<file path="src/hdl/mbe_pkg.sv">
`default_nettype none

package mbe_pkg;

   localparam int PIXEL_BITS   = 12;
   localparam int ITER_BITS    = 16;
   localparam int DATA_BITS    = 64;
   localparam int STEP_BITS    = 63;
   localparam int FRAC_BITS    = 52;
   localparam int HALF_BITS    = DATA_BITS / 2;
   localparam int PROD_BITS    = 2 * DATA_BITS;
   localparam int CSR_IDX_BITS = 3;
   localparam int MUL_STEPS    = 4;
   localparam int MUL_CNT_BITS = $clog2(MUL_STEPS + 1);
   localparam int BAILOUT      = 20;

   localparam logic [DATA_BITS-1:0] SAT_MAX    = {1'b0, {(DATA_BITS-1){1'b1}}};
   localparam logic [DATA_BITS-1:0] SAT_MIN    = {1'b1, {(DATA_BITS-1){1'b0}}};
   localparam logic [DATA_BITS-1:0] BAILOUT_SQ = DATA_BITS'(BAILOUT * BAILOUT) << FRAC_BITS;
   localparam logic [ITER_BITS-1:0] MAX_ITER_RESET = ITER_BITS'(256);

   typedef enum logic [CSR_IDX_BITS-1:0] {
      CSR_X_LEFT   = 3'd0,
      CSR_X_STEP   = 3'd1,
      CSR_Y_TOP    = 3'd2,
      CSR_Y_STEP   = 3'd3,
      CSR_MAX_ITER = 3'd4
   } csr_idx_type;

   typedef enum logic [2:0] {
      MSEL_MAP_X = 3'd0,
      MSEL_MAP_Y = 3'd1,
      MSEL_XX    = 3'd2,
      MSEL_YY    = 3'd3,
      MSEL_XY    = 3'd4
   } msel_type;

   typedef struct packed {
      logic     clear;
      logic     mul_start;
      msel_type mul_sel;
      logic     load_map_x;
      logic     load_map_y;
      logic     load_xx;
      logic     load_yy;
      logic     load_xy;
      logic     eval_bail;
      logic     eval_nx;
      logic     eval_dbl;
      logic     update;
      logic     out_load;
   } cmd_type;

   typedef struct packed {
      logic mul_done;
      logic limit_hit;
      logic esc_hit;
   } stat_type;

endpackage

`default_nettype wire

</file>
<file path="src/hdl/mbe_ctrl.sv">
`default_nettype none

module mbe_ctrl import mbe_pkg::*; (
   input  wire logic     clock,
   input  wire logic     reset,
   input  wire logic     req_valid,
   output logic          req_ready,
   output logic          rsp_valid,
   input  wire logic     rsp_ready,
   input  wire stat_type stat,
   output cmd_type       cmd
);

   typedef enum logic [12:0] {
      ST_IDLE    = 13'h0001,
      ST_MAP_X   = 13'h0002,
      ST_WAIT_MX = 13'h0004,
      ST_WAIT_MY = 13'h0008,
      ST_CHECK   = 13'h0010,
      ST_WAIT_XX = 13'h0020,
      ST_WAIT_YY = 13'h0040,
      ST_BAIL    = 13'h0080,
      ST_NEXT_RE = 13'h0100,
      ST_WAIT_XY = 13'h0200,
      ST_DOUBLE  = 13'h0400,
      ST_UPDATE  = 13'h0800,
      ST_FINISH  = 13'h1000
   } state_type;

   state_type state_ff, state_in;
   logic      rsp_valid_ff, rsp_valid_in;

   always_comb begin
      state_in  = state_ff;
      cmd       = '0;
      cmd.mul_sel = MSEL_MAP_X;
      req_ready = 1'b0;

      unique case (state_ff)
         ST_IDLE: begin
            req_ready = 1'b1;
            if (req_valid) begin
               cmd.clear = 1'b1;
               state_in  = ST_MAP_X;
            end
         end
         ST_MAP_X: begin
            cmd.mul_start = 1'b1;
            cmd.mul_sel   = MSEL_MAP_X;
            state_in      = ST_WAIT_MX;
         end
         ST_WAIT_MX: begin
            if (stat.mul_done) begin
               cmd.load_map_x = 1'b1;
               cmd.mul_start  = 1'b1;
               cmd.mul_sel    = MSEL_MAP_Y;
               state_in       = ST_WAIT_MY;
            end
         end
         ST_WAIT_MY: begin
            if (stat.mul_done) begin
               cmd.load_map_y = 1'b1;
               state_in       = ST_CHECK;
            end
         end
         ST_CHECK: begin
            if (stat.limit_hit) begin
               state_in = ST_FINISH;
            end else begin
               cmd.mul_start = 1'b1;
               cmd.mul_sel   = MSEL_XX;
               state_in      = ST_WAIT_XX;
            end
         end
         ST_WAIT_XX: begin
            if (stat.mul_done) begin
               cmd.load_xx   = 1'b1;
               cmd.mul_start = 1'b1;
               cmd.mul_sel   = MSEL_YY;
               state_in      = ST_WAIT_YY;
            end
         end
         ST_WAIT_YY: begin
            if (stat.mul_done) begin
               cmd.load_yy   = 1'b1;
               cmd.mul_start = 1'b1;
               cmd.mul_sel   = MSEL_XY;
               state_in      = ST_BAIL;
            end
         end
         ST_BAIL: begin
            cmd.eval_bail = 1'b1;
            state_in      = ST_NEXT_RE;
         end
         ST_NEXT_RE: begin
            if (stat.esc_hit) begin
               state_in = ST_FINISH;
            end else begin
               cmd.eval_nx = 1'b1;
               state_in    = ST_WAIT_XY;
            end
         end
         ST_WAIT_XY: begin
            if (stat.mul_done) begin
               cmd.load_xy = 1'b1;
               state_in    = ST_DOUBLE;
            end
         end
         ST_DOUBLE: begin
            cmd.eval_dbl = 1'b1;
            state_in     = ST_UPDATE;
         end
         ST_UPDATE: begin
            cmd.update = 1'b1;
            state_in   = ST_CHECK;
         end
         ST_FINISH: begin
            if (!rsp_valid_ff || rsp_ready) begin
               cmd.out_load = 1'b1;
               state_in     = ST_IDLE;
            end
         end
         default: begin
            state_in = ST_IDLE;
         end
      endcase

      rsp_valid_in = cmd.out_load | (rsp_valid_ff & ~rsp_ready);
   end

   always_ff @(posedge clock) begin
      if (reset) begin
         state_ff     <= ST_IDLE;
         rsp_valid_ff <= 1'b0;
      end else begin
         state_ff     <= state_in;
         rsp_valid_ff <= rsp_valid_in;
      end
   end

   assign rsp_valid = rsp_valid_ff;

endmodule

`default_nettype wire

</file>
<file path="config.mk">
export PLATFORM = sky130hd
export DESIGN_NAME = mbe_ctrl
export DESIGN_NICKNAME = d
export VERILOG_FILES = /design/src/hdl/mbe_pkg.sv /design/src/hdl/mbe_ctrl.sv
export SDC_FILE = /design/constraint.sdc
export NUM_CORES = 1
export LEC_CHECK = 0
export ABC_AREA = 1
export BUFFER_PORTS_ARGS = -buffer_cell sky130_fd_sc_hd__buf_2
export CAP_MARGIN = 25
export CELL_PAD_IN_SITES_DETAIL_PLACEMENT = 1
export CELL_PAD_IN_SITES_GLOBAL_PLACEMENT = 1
export CORE_ASPECT_RATIO = 1.25
export CORE_MARGIN = 5
export CORE_UTILIZATION = 35
export DETAILED_ROUTE_END_ITERATION = 10
export GPL_TIMING_DRIVEN = 0
export HOLD_SLACK_MARGIN = 0.08
export PLACE_DENSITY = 0.81
export SKIP_LAST_GASP = 1
export SYNTH_ARGS = -nofsm -noshare
export SYNTH_HDL_FRONTEND = slang
export SYNTH_SLANG_ARGS = --single-unit
</file>
<file path="constraint.sdc">
create_clock -name clock -period 2 [get_ports clock]
set_input_delay 0.1 -clock clock [delete_from_list [all_inputs] [get_ports clock]]
set_output_delay 0.1 -clock clock [all_outputs]
set_load 0.1 [all_outputs]
</file>
# Word level (Yosys, flattened, before mapping)
# Index checks and enable logic that the tools add are counted.
# totals
register_bits,14
latchBits,0
mem_bits_rw,0
rom_bits,0
out_inout_bits,17
word_cells,59
mem_count,0
# classes
add_sub_neg,0
multipliers,0
div_mod_pow,0
order_cmp,0
eq_ne,20
shifts,0
mux,31
bitwise,3
reduce_logical,3
# op_table
cell,n
case mux 13 bit (13 select lines),1
2-to-1 mux 13 bit,9
case mux 4 bit (5 select lines),1
2-to-1 mux 1 bit,16
"!= test 2 bit, second input constant",7
"equality test 13 x 1 -> 1 bit, second input constant",1
"equality test 13 x 10 -> 1 bit, second input constant",1
"equality test 13 x 11 -> 1 bit, second input constant",1
"equality test 13 x 12 -> 1 bit, second input constant",1
"equality test 13 bit, second input constant",1
"equality test 13 x 2 -> 1 bit, second input constant",1
"equality test 13 x 3 -> 1 bit, second input constant",1
"equality test 13 x 4 -> 1 bit, second input constant",1
"equality test 13 x 5 -> 1 bit, second input constant",1
"equality test 13 x 6 -> 1 bit, second input constant",1
"equality test 13 x 7 -> 1 bit, second input constant",1
"equality test 13 x 8 -> 1 bit, second input constant",1
"equality test 13 x 9 -> 1 bit, second input constant",1
2-to-1 mux 4 bit,3
AND reduction 7 bit,1
2-to-1 mux 5 bit,1
bitwise AND 1 bit,1
zero test 1 bit,1
logical OR 1 bit,1
other kinds (2),2

# Logic depth before layout (Yosys ltp)
# depth
depth_word,5
mapped_depth,13
depth_no_buf,13

# Least setup slack after synthesis
# OpenSTA, ideal clock, no wires.
# synth_path
path_kind,register to output
startpoint,register state_ff[10]
endpoint,output cmd[13] in the netlist's numbering
arrival_ns,2.864
setup_slack_ns,-0.964
path_stages_with_launch,8
cell_sequence,dfxtp_1 > nor2_2 > nand2_1 > nor2_4 > nand2_2 > nor2_1 > nor3_1 > nand2_1
# synth_lines
item,line,text
from (decl),mbe_ctrl.sv:30,"state_type state_ff, state_in;"
from (signal assigned),mbe_ctrl.sv:136,state_ff <= state_in;
to (decl),mbe_ctrl.sv:11,output cmd_type cmd

==> impl_metrics.json <==
{
  "crit_family": "simple AND/OR/NAND/NOR gates",
  "p_per_area_nw_per_um2": 1700,
  "place_inst": 238,
  "cts_buffers": 3,
  "min_from": "rsp_ready",
  "cts_root_buf": "clkbuf_4",
  "register_area_um2": 280,
  "hold_end": "rsp_valid",
  "rr_worst_depth": 13,
  "die_w_um": 58.9,
  "reg2reg_from": "state_ff[10]",
  "synth_flop_cell": "dfxtp_1",
  "layout.nets": 216,
  "ant_nets": 0,
  "cp.arrival_ns": 1.84,
  "port-buffer-count": 23,
  "syn2layout_area_growth_pct": 25.7,
  "routed_wl_um": 3100,
  "core_area_um2": 2920,
  "cp_max_fo": 4,
  "io_pins": 24,
  "antenna_found_initial": 0,
  "fmax_mhz": 517,
  "p_int_mw": 0.817,
  "hold_viol_final": 0,
  "p_seq_share_pct": 19.3,
  "drt-initial-drc-count": 32,
  "synthCells": 179,
  "p_sw_mw": 1.42,
  "drt_pass1_iterations": 4,
  "r2r_end": "state_ff[5]",
  "worst_hold_slack_ns": 0.106,
  "layout-drive-gt1-share_pct": 32.4,
  "synth_area_um2": 1050,
  "cp_num_buf_inv": 2,
  "synth_cell_types": 19,
  "synthTopCellsByCount": "nor2_1, nand2_1, inv_1",
  "drv_slew": 0,
  "cp.required_ns": 1.90,
  "synth.most_common_cell": "nor2_1",
  "synth_area_per_cell_um2": 5.84,
  "max-clock-path-buffers": 2,
  "cp-start-kind": "flip-flop",
  "multi_input_area_um2": 649,
  "fin_cells": 243,
  "grt_pass1_wl_um": 5250,
  "synth_fp_nets": 186,
  "busiest_layer": "met2",
  "fin_crit_ns": 1.94,
  "dp_hpwl_um": 2590,
  "rsz0062_at_grt": "yes",
  "setup.worst_path.end_class": "output pin",
  "n_fill_cell": 438,
  "drcViolationCount": 0,
  "combPwrFrac_pct": 73.1,
  "clockPowerShare_pct": 7.5,
  "yosysSeqAreaShare_pct": 26.8,
  "cts_tree": "built",
  "grt_pass1_vias": 1236,
  "fin_worst_skew_ns": 0.00234,
  "grtUsageMet2_pct": 31.4,
  "async_reset_ff_share_pct": 0,
  "hp-class": "in -> reg",
  "clk_latency_ns": 0.28,
  "use_met3_pct": 1.64,
  "die_area_um2": 4190,
  "ys_seq_elements": 14,
  "slowest_delay_ns": 0.42,
  "crit_type": "reg -> out",
  "grt_use_met1_pct": 16.8,
  "p_leak_nw": 0.778,
  "clock-sinks": 14,
  "slowest_stage": "buf_2",
  "synth_top_area_cell": "dfxtp_1",
  "report.final.setup_viol": 0,
  "maxCapViolations": 0,
  "synth-edff-count": 0,
  "worst_pin_slew_ns": 0.533,
  "swShare_pct": 63.4,
  "synthTopCellsByArea": "dfxtp_1, nor2_1, nand2_1, inv_1, nor2_4",
  "min_period_over_period_pct": 96.8,
  "yosysWarnings": 0,
  "place_congestion": 0.833,
  "grt_max_degree": 11,
  "via_per_inst": 4.73,
  "grt_usage_pct": 15.8,
  "cts.clk_slew.worst_paths_ns": 0.09,
  "status": "finished clean",
  "start_util_pct": 35.8,
  "worstHoldPathCells": 4,
  "die_h_um": 71.1,
  "ir_drop_v": 0.00102,
  "yosysTopAreaCellShare_pct": 26.8,
  "row_count": 22,
  "regToRegSetupSlack_ns": 0.24,
  "wl_per_cell_um": 12.8,
  "htree_levels": 1,
  "vias": 1150,
  "antenna_cells": 0,
  "crit_chain": "nor2_2, nand2_1, nor2_4, buf_4, nand2_1, nor2_2, buf_2",
  "grt_overflow": 0,
  "relSlewSlack_pct": 64.5
}
[how the worst max path moves through the flow]
stage	startpoint	to	slack (ns)	cells past startpoint
final	state_ff[10]	cmd[8]	0.06	7
after global routing	state_ff[3]	cmd[13]	-0.06	10
after CTS	state_ff[10]	cmd[13]	-0.07	10
after detailed placement	state_ff[10]	cmd[13]	0.13	10
after global placement	state_ff[10]	cmd[13]	0.16	10
after floorplan	state_ff[10]	cmd[13]	-0.47	7
[layout make-up]
cell class              count  share of cell area, %
well taps                  36                   3.43
flip-flops and latches     14                   21.3
plain buffers               1                  0.285
repair buffers             25                   12.6
clock buffers               3                   1.71
inverters                  39                   11.3
multi-input cells         125                   49.4
[power by group through the flow]
stage	clock [mW]	combinational, mW	sequential, mW
detailed placement	0	1.58	0.440
floorplan	0	1.28	0.437
global placement	0	1.53	0.433
CTS	0.174	1.60	0.433
finish	0.168	1.63	0.432
global route	0.186	1.76	0.447
[kinds of logic (layout without fill, tap and decap cells)]
logic type / Yosys count / in the layout / share of synthesized area (%)
flip-flops: 14 / 14 / 26.8
AO/OA/AOI/OAI: 5 / 5 / 2.51
buffers and inverters: 40 / 68 / 14.6
AND/OR/NAND/NOR: 120 / 120 / 56.1
[worst reg2reg max path, stage by stage (launching register included)]
cell	delay [ns]
dfxtp_1	0.34
nor2_2	0.12
nand2_1	0.11
nor2_4	0.18
buf_4	0.15
nand2_1	0.11
inv_2	0.09
nand2_1	0.09
nand2_1	0.09
inv_2	0.07
nand2_8	0.11
inv_4	0.07
nor2_1	0.09
nor2_1	0.05
[placed cells by master, fill, tap and decap left out, types with 2 or more instances in the layout]
cell type,count
nor2_1,37
nand2_1,37
inv_1,31
buf_2,18
dfxtp_1,14
nor2_2,13
nor2_4,8
nand3_1,8
inv_2,7
nand2_2,7
nand4_1,6
clkbuf_4,5
o21ai_1,2
a21oi_1,2
buf_4,2
[state kept, by name, indices dropped and copies added (netlist names)]
signal	flops
state_ff	13
rsp_valid	1
[per-layer routing]
| layer | routed length (um) | part of all wire (%) | vias to the layer above |
|---|---|---|---|
| met1 | 1240 | 40 | 538 |
| met2 | 1750 | 57 | 15 |
| met5 | 0 | 0 | - |
| met3 | 61 | 2.0 | 7 |
| met4 | 47 | 1.5 | 0 |
| li1 | - | - | 590 |
[repair_timing]
item	CTS	global route
resized for setup	3	10
endpoints found under the hold margin	1	0
pin swaps	0	1
endpoints found under the setup margin	3	5
buffers inserted	0	1
hold buffers	1	0
[through the flow]
| stage | cell area [um2] | setup WS (ns) | util, % | power (mW) | TNS, ns |
|---|---|---|---|---|---|
| finish | 1320 | 0.0642 | 45.1 | 2.23 | 0 |
| global route | 1320 | -0.0591 | 45.1 | 2.40 | -0.219 |
| CTS | 1270 | -0.0724 | 43.6 | 2.20 | -0.0724 |
| detailed placement | 1230 | 0.132 | 42.2 | 2.02 | 0 |
| global placement | 1230 | 0.161 | 42.2 | 1.97 | 0 |
| floorplan | 1070 | -0.467 | - | 1.72 | -0.590 |
(Power assumes the default switching activity.)
